File: src/sv/mees_pkg.sv
// Package for the exception and event scheduler: item and result payload types,
// controller command and status structs, and fixed constants.
// No dependencies.
`default_nettype none
package mees_pkg;

	localparam int unsigned FIRED_W = 13;

	localparam logic [1:0] KIND_SCHEDULE = 2'd0;
	localparam logic [1:0] KIND_TEST     = 2'd1;
	localparam logic [1:0] KIND_RAISE    = 2'd2;

	localparam logic [31:0] STATUS_BEV_MASK = 32'h0040_0000;
	localparam logic [31:0] VEC_BOOT        = 32'hbfc0_0180;
	localparam logic [31:0] VEC_NORMAL      = 32'h8000_0080;
	localparam logic [31:0] VEC_COP_OFFSET  = 32'h0000_0040;
	localparam logic [31:0] CAUSE_BD        = 32'h8000_0000;
	localparam logic [31:0] CAUSE_INTERRUPT = 32'h0000_0400;
	localparam logic [31:0] STATUS_IE_IM2   = 32'h0000_0401;
	localparam logic [7:0]  GTE_OPCODE      = 8'h4a;
	localparam logic [7:0]  GTE_OPCODE_MASK = 8'hfe;
	localparam logic [31:0] EPC_DELAY_STEP  = 32'h0000_0004;
	localparam logic [63:0] DIST_MAX        = 64'h7fff_ffff_ffff_ffff;

	typedef struct packed {
		logic [1:0]  kind;
		logic [3:0]  event_index;
		logic [63:0] time_value;
		logic [10:0] irq_status;
		logic [10:0] irq_mask;
		logic [31:0] current_status;
		logic [31:0] current_pc;
		logic [31:0] next_instruction;
		logic [30:0] cause_value;
		logic        in_delay_slot;
		logic        cop_vector;
	} item_t;

	typedef struct packed {
		logic [FIRED_W-1:0] fired_events;
		logic               exception_taken;
		logic [31:0]        new_pc;
		logic [31:0]        new_epc;
		logic [31:0]        new_cause;
		logic [31:0]        new_status;
		logic [63:0]        next_due;
	} result_t;

	typedef struct packed {
		logic load;
		logic sched_write;
		logic scan_start;
		logic scan_step;
		logic finish;
	} ctrl_cmd_t;

	typedef struct packed {
		logic is_sched;
		logic scan_needed;
		logic scan_last;
		logic out_free;
	} ctrl_sts_t;

endpackage
`default_nettype wire

File: src/sv/mips_exception_and_event_scheduler.sv
// Top level of the exception and event scheduler.
// Depends on mees_pkg, mees_ctrl and mees_dp.
//
// Items enter on the item channel (item_valid, item_stall, item) and results
// leave on the result channel (result_valid, result_stall, result); a transfer
// happens on a rising edge where valid is high and stall is low. Every item
// gives exactly one result.
// A schedule item, a raise item or a test item that finds nothing to scan is
// executed in the EXEC state after its transfer and loaded into the result
// register in the WRITE state, which waits while result_stall holds the
// previous result.
// A test item whose earliest due target has passed walks the event table
// through its single read port, one event per cycle; its scan runs through the
// SCAN and LAST states before WRITE loads the result register.
// item_stall stays high from the transfer until the result register is loaded,
// so the next item may enter while a result still waits to be taken.
// While result_stall holds a finished result, the block keeps it stable and
// the item in progress waits before loading the result register.
// Reset clears the pending mask, the earliest due target and all handshake
// state; the scan reads every event table entry but compares only pending ones.
`default_nettype none
module mips_exception_and_event_scheduler
	import mees_pkg::*;
#(
	parameter int unsigned NUM_EVENTS = 13
) (
	input  wire logic  clk,
	input  wire logic  arst_n,
	input  wire logic  item_valid,
	output logic       item_stall,
	input  wire item_t item,
	output logic       result_valid,
	input  wire logic  result_stall,
	output result_t    result
);

	ctrl_cmd_t cmd;
	ctrl_sts_t sts;

	mees_ctrl u_ctrl (
		.clk       (clk),
		.arst_n    (arst_n),
		.item_valid(item_valid),
		.item_stall(item_stall),
		.sts       (sts),
		.cmd       (cmd)
	);

	mees_dp #(
		.NUM_EVENTS(NUM_EVENTS)
	) u_dp (
		.clk         (clk),
		.arst_n      (arst_n),
		.item        (item),
		.cmd         (cmd),
		.sts         (sts),
		.result_valid(result_valid),
		.result_stall(result_stall),
		.result      (result)
	);

endmodule
`default_nettype wire

File: src/sv/mees_ram.sv
// Generic single-write, single-read RAM with registered read data.
// No dependencies.
`default_nettype none
module mees_ram #(
	parameter int unsigned WIDTH = 64,
	parameter int unsigned DEPTH = 13,
	localparam int unsigned AW = (DEPTH > 1) ? $clog2(DEPTH) : 1
) (
	input  wire logic             clk,
	input  wire logic             we,
	input  wire logic [AW-1:0]    waddr,
	input  wire logic [WIDTH-1:0] wdata,
	input  wire logic [AW-1:0]    raddr,
	output logic      [WIDTH-1:0] rdata
);

	logic [WIDTH-1:0] mem_q [DEPTH];

	always_ff @(posedge clk) begin
		if (we) begin
			mem_q[waddr] <= wdata;
		end
		rdata <= mem_q[raddr];
	end

endmodule
`default_nettype wire

File: src/sv/mees_ctrl.sv
// Controller state machine of the exception and event scheduler.
// Depends on mees_pkg for the command and status structs.
`default_nettype none
module mees_ctrl
	import mees_pkg::*;
(
	input  wire logic      clk,
	input  wire logic      arst_n,
	input  wire logic      item_valid,
	output logic           item_stall,
	input  wire ctrl_sts_t sts,
	output ctrl_cmd_t      cmd
);

	typedef enum logic [2:0] {
		ST_IDLE,
		ST_EXEC,
		ST_SCAN,
		ST_LAST,
		ST_WRITE
	} state_t;

	state_t state_q;

	assign item_stall = (state_q != ST_IDLE);

	always_comb begin
		cmd = '0;
		unique case (state_q)
			ST_IDLE:  cmd.load = item_valid;
			ST_EXEC: begin
				cmd.sched_write = sts.is_sched;
				cmd.scan_start  = !sts.is_sched && sts.scan_needed;
			end
			ST_SCAN:  cmd.scan_step = 1'b1;
			ST_LAST:  cmd = '0;
			ST_WRITE: cmd.finish = sts.out_free;
			default:  cmd = '0;
		endcase
	end

	always_ff @(posedge clk or negedge arst_n) begin
		if (!arst_n) begin
			state_q <= ST_IDLE;
		end else begin
			unique case (state_q)
				ST_IDLE: begin
					if (item_valid) begin
						state_q <= ST_EXEC;
					end
				end
				ST_EXEC: begin
					if (!sts.is_sched && sts.scan_needed) begin
						state_q <= ST_SCAN;
					end else begin
						state_q <= ST_WRITE;
					end
				end
				ST_SCAN: begin
					if (sts.scan_last) begin
						state_q <= ST_LAST;
					end
				end
				ST_LAST:  state_q <= ST_WRITE;
				ST_WRITE: begin
					if (sts.out_free) begin
						state_q <= ST_IDLE;
					end
				end
				default: state_q <= ST_IDLE;
			endcase
		end
	end

endmodule
`default_nettype wire

File: src/sv/mees_dp.sv
// Datapath of the exception and event scheduler: item register, event table,
// pending mask, scan comparator, exception entry logic and result register.
// Depends on mees_pkg and mees_ram.
`default_nettype none
module mees_dp
	import mees_pkg::*;
#(
	parameter int unsigned NUM_EVENTS = 13
) (
	input  wire logic      clk,
	input  wire logic      arst_n,
	input  wire item_t     item,
	input  wire ctrl_cmd_t cmd,
	output ctrl_sts_t      sts,
	output logic           result_valid,
	input  wire logic      result_stall,
	output result_t        result
);

	localparam int unsigned AW = (NUM_EVENTS > 1) ? $clog2(NUM_EVENTS) : 1;
	localparam logic [AW-1:0] LAST_IDX = AW'(NUM_EVENTS - 1);

	item_t                 item_q;
	logic [NUM_EVENTS-1:0] pending_q;
	logic [NUM_EVENTS-1:0] fired_q;
	logic [63:0]           earliest_due_q;
	logic [63:0]           best_dist_q;
	logic [63:0]           best_target_q;
	logic                  scan_run_q;
	logic [AW-1:0]         scan_idx_q;
	logic                  cmp_valid_s1;
	logic [AW-1:0]         cmp_idx_s1;
	logic                  result_valid_q;
	result_t               result_q;

	logic [63:0]           target_rd;
	logic [63:0]           delta;
	logic                  dist_pos;
	logic                  idx_ok;
	logic [NUM_EVENTS-1:0] sched_bit;
	logic [NUM_EVENTS-1:0] cmp_bit;
	logic                  cmp_pending;
	logic                  irq_take;
	logic                  take;
	logic                  bd;
	logic [31:0]           code;
	logic [31:0]           vec;
	logic [63:0]           next_due;
	result_t               result_d;

	assign idx_ok    = 32'(item_q.event_index) < NUM_EVENTS;
	assign sched_bit = NUM_EVENTS'(1) << item_q.event_index;
	assign cmp_bit   = NUM_EVENTS'(1) << cmp_idx_s1;
	assign cmp_pending = |(pending_q & cmp_bit);

	mees_ram #(
		.WIDTH(64),
		.DEPTH(NUM_EVENTS)
	) u_targets (
		.clk  (clk),
		.we   (cmd.sched_write && idx_ok),
		.waddr(AW'(item_q.event_index)),
		.wdata(item_q.time_value),
		.raddr(scan_idx_q),
		.rdata(target_rd)
	);

	assign delta    = target_rd - item_q.time_value;
	assign dist_pos = (delta != 64'd0) && !delta[63];

	assign sts.is_sched    = (item_q.kind == KIND_SCHEDULE);
	assign sts.scan_needed = (item_q.kind == KIND_TEST) && (pending_q != '0)
		&& (earliest_due_q < item_q.time_value);
	assign sts.scan_last   = (scan_idx_q == LAST_IDX);
	assign sts.out_free    = !result_valid_q || !result_stall;

	always_comb begin
		irq_take = (|(item_q.irq_status & item_q.irq_mask))
			&& ((item_q.current_status & STATUS_IE_IM2) == STATUS_IE_IM2)
			&& ((item_q.next_instruction[31:24] & GTE_OPCODE_MASK) != GTE_OPCODE);
		take = (item_q.kind == KIND_RAISE) || ((item_q.kind == KIND_TEST) && irq_take);
		bd   = (item_q.kind == KIND_RAISE) && item_q.in_delay_slot;
		code = (item_q.kind == KIND_RAISE) ? {1'b0, item_q.cause_value} : CAUSE_INTERRUPT;
		vec  = ((item_q.current_status & STATUS_BEV_MASK) != '0) ? VEC_BOOT : VEC_NORMAL;
		if ((item_q.kind == KIND_RAISE) && item_q.cop_vector) begin
			vec = vec - VEC_COP_OFFSET;
		end
		next_due = scan_run_q ? best_target_q : earliest_due_q;

		result_d.fired_events    = FIRED_W'(fired_q);
		result_d.exception_taken = take;
		result_d.next_due        = next_due;
		if (take) begin
			result_d.new_pc     = vec;
			result_d.new_epc    = bd ? (item_q.current_pc - EPC_DELAY_STEP)
				: item_q.current_pc;
			result_d.new_cause  = bd ? (code | CAUSE_BD) : code;
			result_d.new_status = {item_q.current_status[31:6],
				item_q.current_status[3:0], 2'b00};
		end else begin
			result_d.new_pc     = item_q.current_pc;
			result_d.new_epc    = '0;
			result_d.new_cause  = '0;
			result_d.new_status = item_q.current_status;
		end
	end

	always_ff @(posedge clk or negedge arst_n) begin
		if (!arst_n) begin
			pending_q      <= '0;
			earliest_due_q <= '0;
			scan_run_q     <= 1'b0;
			scan_idx_q     <= '0;
			cmp_valid_s1   <= 1'b0;
			cmp_idx_s1     <= '0;
			result_valid_q <= 1'b0;
		end else begin
			cmp_valid_s1 <= cmd.scan_step;
			if (cmd.scan_step) begin
				cmp_idx_s1 <= scan_idx_q;
			end
			if (cmd.load) begin
				scan_run_q <= 1'b0;
			end
			if (cmd.scan_start) begin
				scan_run_q <= 1'b1;
				scan_idx_q <= '0;
			end else if (cmd.scan_step) begin
				scan_idx_q <= scan_idx_q + AW'(1);
			end
			if (cmd.sched_write && idx_ok) begin
				pending_q <= pending_q | sched_bit;
			end else if (cmp_valid_s1 && cmp_pending && !dist_pos) begin
				pending_q <= pending_q & ~cmp_bit;
			end
			if (cmd.finish && scan_run_q) begin
				earliest_due_q <= best_target_q;
			end
			if (cmd.finish) begin
				result_valid_q <= 1'b1;
			end else if (!result_stall) begin
				result_valid_q <= 1'b0;
			end
		end
	end

	always_ff @(posedge clk) begin
		if (cmd.load) begin
			item_q  <= item;
			fired_q <= '0;
		end
		if (cmd.scan_start) begin
			best_dist_q   <= DIST_MAX;
			best_target_q <= item_q.time_value;
		end
		if (cmp_valid_s1 && cmp_pending) begin
			if (dist_pos) begin
				if (best_dist_q > delta) begin
					best_dist_q   <= delta;
					best_target_q <= target_rd;
				end
			end else begin
				fired_q <= fired_q | cmp_bit;
			end
		end
		if (cmd.finish) begin
			result_q <= result_d;
		end
	end

	assign result_valid = result_valid_q;
	assign result       = result_q;

endmodule
`default_nettype wire

File: config.mk
export PLATFORM = sky130hd
export DESIGN_NAME = mips_exception_and_event_scheduler
export DESIGN_NICKNAME = d
export VERILOG_FILES = /design/src/sv/mees_pkg.sv /design/src/sv/mips_exception_and_event_scheduler.sv /design/src/sv/mees_ram.sv /design/src/sv/mees_ctrl.sv /design/src/sv/mees_dp.sv
export SDC_FILE = /design/constraint.sdc
export NUM_CORES = 2
export LEC_CHECK = 0
export BUFFER_PORTS_ARGS = -buffer_cell sky130_fd_sc_hd__buf_4
export CELL_PAD_IN_SITES_DETAIL_PLACEMENT = 1
export CELL_PAD_IN_SITES_GLOBAL_PLACEMENT = 2
export CORE_ASPECT_RATIO = 2
export CORE_MARGIN = 3
export CORE_UTILIZATION = 46
export CTS_BUF_LIST = sky130_fd_sc_hd__clkbuf_4 sky130_fd_sc_hd__clkbuf_8
export DETAILED_ROUTE_END_ITERATION = 7
export PLACE_DENSITY_LB_ADDON = 0.1
export REMOVE_ABC_BUFFERS = 1
export SETUP_SLACK_MARGIN = 0.3
export SLEW_MARGIN = 20
export SYNTH_ARGS = -nofsm -noshare
export SYNTH_HDL_FRONTEND = slang
export SYNTH_SLANG_ARGS = --single-unit
File: constraint.sdc
create_clock -name clk -period 15 [get_ports clk]
set_input_delay 1.5 -clock clk [delete_from_list [all_inputs] [get_ports clk]]
set_output_delay 1.5 -clock clk [all_outputs]
set_load 0.03 [all_outputs]
# Word level (Yosys, flattened, before mapping)
# Memory sizes are Yosys's and may differ from the RTL's. A register that Yosys moved wholly into a read port is not among the register bits.
# Index checks and enable logic that the tools add are counted.
# word_totals
ff_bits	659
mem_count	1
mem_bits_rw	832
# op_classes
n_eq_ne	13
n_addsub	4
n_bitwise	6
n_reduce_logical	31
shift	2
n_lt_le_gt_ge	3
muxes	37
# memory_table
name	words	word_bits	rd	rd_clocked_by_memory_dff	wr	line_no	text
u_dp.u_targets.mem_q	13	64	1	1	1	mees_ram.sv:17	logic [WIDTH-1:0] mem_q [DEPTH];
# ops
cell	count
$mux 64	9
$mux 128	1
$mux 32	3
$mux 13	5
$gt 64x64->1	1
$lt 64x64->1	1
$reduce_bool 64->1	1
$sub 64x64->64	1
$sub 32x3->32 const B	1
$sub 32x7->32 const B	1
$mux 31	1
$mux 30	1
$and 13x13->13	2
$or 13x13->13	2
$shl 1x4->13 const A	2
$pmux 3 s5	1
$logic_and 1x1->1	13
$not 13->13	1
$reduce_bool 13->1	1
$reduce_or 13->1	1
$mux 3	4
$and 11x11->11	1
$reduce_or 11->1	1
$mux 1	9
other kinds (20)	32

# Longest topological paths before layout
# depth
ltp_word	9
mapped_depth	26
depth_no_buf	22

# Modules after synthesis
# Synthesis repeated with hierarchy kept, for this count alone.
# hier_totals
hier_cells	3922
area_unflattened_um2	63957.6
# by_module_without_submodules
module	n_inst	area_each_um2	cells_each
mees_ram	1	32493.7	1376
mees_dp	1	31285.0	2528
mees_ctrl	1	178.9	18

# Worst setup path before layout
# Ideal clock, no wire load.
# synth_path
kind	input -> register
startpoint	input port result_stall
endpoint	register u_dp.earliest_due_q[10]
t_required_ps	14875
stages	4
slack_ps	268
arrival_ps	14607
setup_ps	125
n_path_buf	1
path_cell_list	a21oi_1 > nand2_1 > clkbuf_1 > mux2_2
# synth_via
elab_chain_len	4
# synth_lines
item	line_no	text
start, declared	mips_exception_and_event_scheduler.sv:33	input wire logic result_stall,
$logic_not 1->1	mees_dp.sv:75	assign sts.out_free = !result_valid_q || !result_stall;
$logic_or 1x1->1	mees_dp.sv:75	
$mux 1	mees_ctrl.sv:29	unique case (state_q)
$logic_and 1x1->1	mees_dp.sv:136	if (cmd.finish && scan_run_q) begin
end signal, assigned	mees_dp.sv:137	earliest_due_q <= best_target_q;
end, declared	mees_dp.sv:26	logic [63:0] earliest_due_q;
# No other way between the ends.
# A chain may end at the register's enable or synchronous reset.

# Final worst setup path
# layout_path
startpoint	register u_dp.item_q[175] (netlist name)
endpoint	register u_dp.best_target_q[63]
# layout_via
elab_chain_len	8
elab_cells_between_ends	13
classes_between	add/sub: 1; order compare: 2; mux: 5; reduce/logical: 5
# layout_lines
item	line_no	text
start, declared	mees_dp.sv:23	item_t item_q;
start signal, assigned	mees_dp.sv:149	item_q <= item;
parallel branches: the longest is 7 deep, another holds $sub 64x64->64	--	
$mux 64 (*)	mees_dp.sv:156	if (cmp_valid_s1 && cmp_pending) begin
end signal, assigned	mees_dp.sv:154	best_target_q <= item_q.time_value;
end signal, assigned	mees_dp.sv:160	best_target_q <= target_rd;
end, declared	mees_dp.sv:28	logic [63:0] best_target_q;
# Mark *: on every way between the ends.

==> out/results.tsv <==
stage	metric	value	unit
die	I/O Pins	433	
routing	wire length per cell	27.9	um
setup_path	critical path data required time	15.79	ns
power	PD cells	205	nW/um^2
power	peak supply drop	0.000118	V
routing	Routed WL	184000	um
setup_path	crit-path max FO	128	
routing	Pre-Repair DR Iteration Count	7	
place	placer congestion estimate	0.904	
power	Internal Power	9530	uW
synth	top cell type's share of synthesized area	57.6	%
global_route	global-route wire length before repair	272000	um
routing	DR vias	37871	
routing	DRC viols	0	
sta	final setup vio count	0	
routing	Post-DRT Antenna Nets	0	
synth	post-synthesis sequential area ratio	67.5	%
die	Cell Rows	193	
sta	skew final	0.0577	ns
synth	Synthesis Warnings	0	
worst_hold_path	cell count of the worst hold path	0	
clock_network	CTS resizes	0	
finish	Final Non-Filler Cells	6591	
die	die width	271	um
synth	Synth Instances	4060	
worst_hold_path	Worst Hold End	u_dp.result[84]	
sta	crit share post-route	51.3	%
finish	post-route cell area	74100	um^2
run_status	status	finished clean	
place	post-DP HPWL	119000	um
power	switch share	37.4	%
finish	fraction of final layout cells sized beyond drive strength 1	26.9	%
die	die area	145000	um^2
clock_network	clock-pin slew on the worst setup and hold paths	0.07	ns
power	Gate power share	37.5	%
sta	final slew viol count	0	
sta	worst slew pin tran	1.26	ns
synth	EDFF count, synth	1234	
die	initial core utilization	46.4	%
synth	Syn Std Cell Area	64400	um^2
setup_path	crit path DAT	8.48	ns
clock_network	clock sink count	1530	
power	Static Leakage	0.0270	uW
finish	Layout fillers	13305	
global_route	All-Layer GR Usage	25.3	%
power	NetSw	5690	uW
place	Port Buffer Count	407	
place	Placement Cell Area	69600	um^2
global_route	initial antenna violation count	4	
sta	fin crit period	7.70	ns
sta	worst relative slew slack	15.2	%
power	sequential share of power	39.8	%
clock_network	CTS tree	built	
setup_path	Crit Path Class	reg2reg	
job	Max-cap violations	0	
clock_network	post-CTS setup buffer count	0	
sta	RSZ-0062 raised after global routing	no	
routing	Initial DRC Count	2479	
power	Clock power frac	22.7	%
finish	Finished Core Util	53.5	%
die	Die Height	535	um
clock_network	Worst-Skew Late Latency	0.93	ns
place	DP Worst Slack	7.23	ns
sta	fmax	130	MHz
clock_network	CTS H-Tree Depth	4	
clock_network	Clock Tree Root	clkbuf_8	
synth	synthesized flop and latch total	1530	
synth	Distinct cells, synth	99	
global_route	vias in the first global route	41384	
die	Placeable Area	139000	um^2
clock_network	CTS Buffer Depth	4	
setup_path	Critical R2R Capture	u_dp.best_target_q[63]	
setup_path	startpoint type of the worst setup path	flip-flop	
sta	setup ws final	7.30	ns
setup_path	R2R depth	22	
global_route	largest net degree at the start of global routing	129	
routing	routed vias/inst	5.75	
synth	Synth Flop Type	edfxtp_1	
setup_path	crit end category	flip-flop	
setup_path	reg2reg start	u_dp.item_q[175]	
finish	Area growth, synth to finish	15.2	%
place	dpl cells	6194	
clock_network	hold_buf cts	0	
synth	ranking of synthesized cells by area	edfxtp_1 (58%), mux4_2 (8.1%), dfxtp_1 (6.4%)	
worst_hold_path	hold path start	u_dp.item_q[117]	
synth	leading area contributor after synthesis	edfxtp_1	
setup_path	Reg2Reg Setup Slack	7.30	ns
global_route	GRT overflow	0	
finish	final net count	4980	
worst_hold_path	Hold Path Class	reg2reg	
sta	Final Hold Viols	0	
synth	Synth async-reset ratio	5.95	%
clock_network	total CTS buffers	217	
synth	syn avg cell area	15.9	um^2
-- synthesized netlist by cell type, types with 34 or more instances --
library cell and number:
a21o_1 42, mux2i_1 94, nand4_1 67, o21ai_0 156, mux2_2 145, mux4_2 232
ha_1 193, dfrtp_1 91, a21oi_1 157, inv_1 93, mux2_1 54, edfxtp_1 1234
nand2_1 251, and2_1 83, clkbuf_1 125, nor2_1 206, nor3_1 42, or3_1 40
o211ai_1 34, xnor2_1 35, a211oi_1 55, dfxtp_1 205
-- metal layers --
layer	track usage [%]	part of all wire, %	vias to the layer above
met2	46.3	53	1019
met4	9.20	3.8	0
met3	4.86	5.3	340
met1	29.5	38	19639
met5	0	0	-
li1	-	-	16873
-- flip-flops by register name, indices dropped and copies added (netlist names) --
signal,cells
u_dp.u_targets.mem_q,832
u_ctrl.state_q,3
u_dp.result,206
u_dp.cmp_idx_s1,4
u_dp.scan_idx_q,4
u_dp.earliest_due_q,64
u_dp.scan_run_q,1
u_dp.best_target_q,64
u_dp.result_valid,1
u_dp.best_dist_q,64
u_dp.cmp_valid_s1,1
u_dp.u_targets.rdata,64
u_dp.pending_q,13
u_dp.fired_q,13
u_dp.item_q,196
-- cells in the final DEF, fill, tap and decap left out, drive strengths merged, types with 57 or more instances in the layout --
cell	netlist	final
edfxtp	1234	1234
buf	60	468
clkbuf	126	327
nand2	251	251
mux4	232	232
nor2	206	206
dfxtp	205	205
mux2	199	199
ha	193	193
o21ai	161	161
a21oi	161	161
inv	94	99
mux2i	94	94
dfrtp	91	91
and2	86	86
nand4	68	68
a211oi	57	57
-- through the flow --
stage          TNS, ns  total power (uW)  hold slack [ns]
2_1_floorplan  -187.72             10000            0.400
3_3_place_gp         0             11800            0.400
3_5_place_dp         0             11900            0.405
4_1_cts              0             15400            0.418
5_1_grt              0             16100            0.430
6_report             0             15200            0.415
-- critical path: stages (launching register included) --
cell	delay [ns]
edfxtp_1	0.67
inv_1	0.22
ha_1	0.44
a21oi_1	0.25
o21ai_0	0.29
a21oi_1	0.46
o211ai_1	0.28
a221o_1	0.48
o2111ai_1	0.39
and4_1	0.25
nor3_1	0.05
buf_4	0.20
inv_2	0.44
ha_1	0.35
nand4_1	0.08
nor2_1	0.07
nand3_1	0.12
a211oi_1	0.08
a2111oi_0	0.74
a31oi_1	0.25
o211ai_4	0.15
buf_12	0.72
mux2_2	0.42
-- power by group through the flow --
| stage | Combinational (uW) | Clock, uW | Sequential (uW) |
|---|---|---|---|
| global placement | 5640 | 0 | 6120 |
| global route | 6230 | 3730 | 6140 |
| floorplan | 3590 | 0 | 6410 |
| finish | 5700 | 3460 | 6060 |
| CTS | 5770 | 3570 | 6070 |
| detailed placement | 5740 | 0 | 6150 |
-- cells by family after synthesis --
kind of cell | count (synthesis) | synth area share (%)
compound gates | 617 | 6.31
xor+xnor | 64 | 0.871
fa+ha+maj | 194 | 3.78
buf+inv | 280 | 1.93
flops | 1530 | 67.5
mux | 525 | 13.1
simple gates | 850 | 6.57
-- cell type report --
cell class	instances	area, um^2	share of cell area [%]
diodes	4	10.0	0.0135
clock buffers	327	3980	5.36
clock inverters	66	589	0.795
inverters	94	360	0.486
multi-input cells	2250	19900	26.8
flip-flops and latches	1530	43500	58.6
well taps	1852	2320	3.13
repair buffers	468	3560	4.81
-- worst max path at each step --
stage	from	to	depth (start not counted)
3_5_place_dp	u_dp.item_q[185]	u_dp.best_target_q[63]	22
5_1_grt	u_dp.item_q[185]	u_dp.best_target_q[63]	22
6_report	u_dp.item_q[175]	u_dp.best_target_q[63]	22
2_1_floorplan	result_stall	u_dp.earliest_due_q[0]	3
4_1_cts	u_dp.item_q[185]	u_dp.best_target_q[63]	22
3_3_place_gp	u_dp.item_q[185]	u_dp.best_target_q[63]	22
No activity file was read; power rests on OpenSTA's default activity.
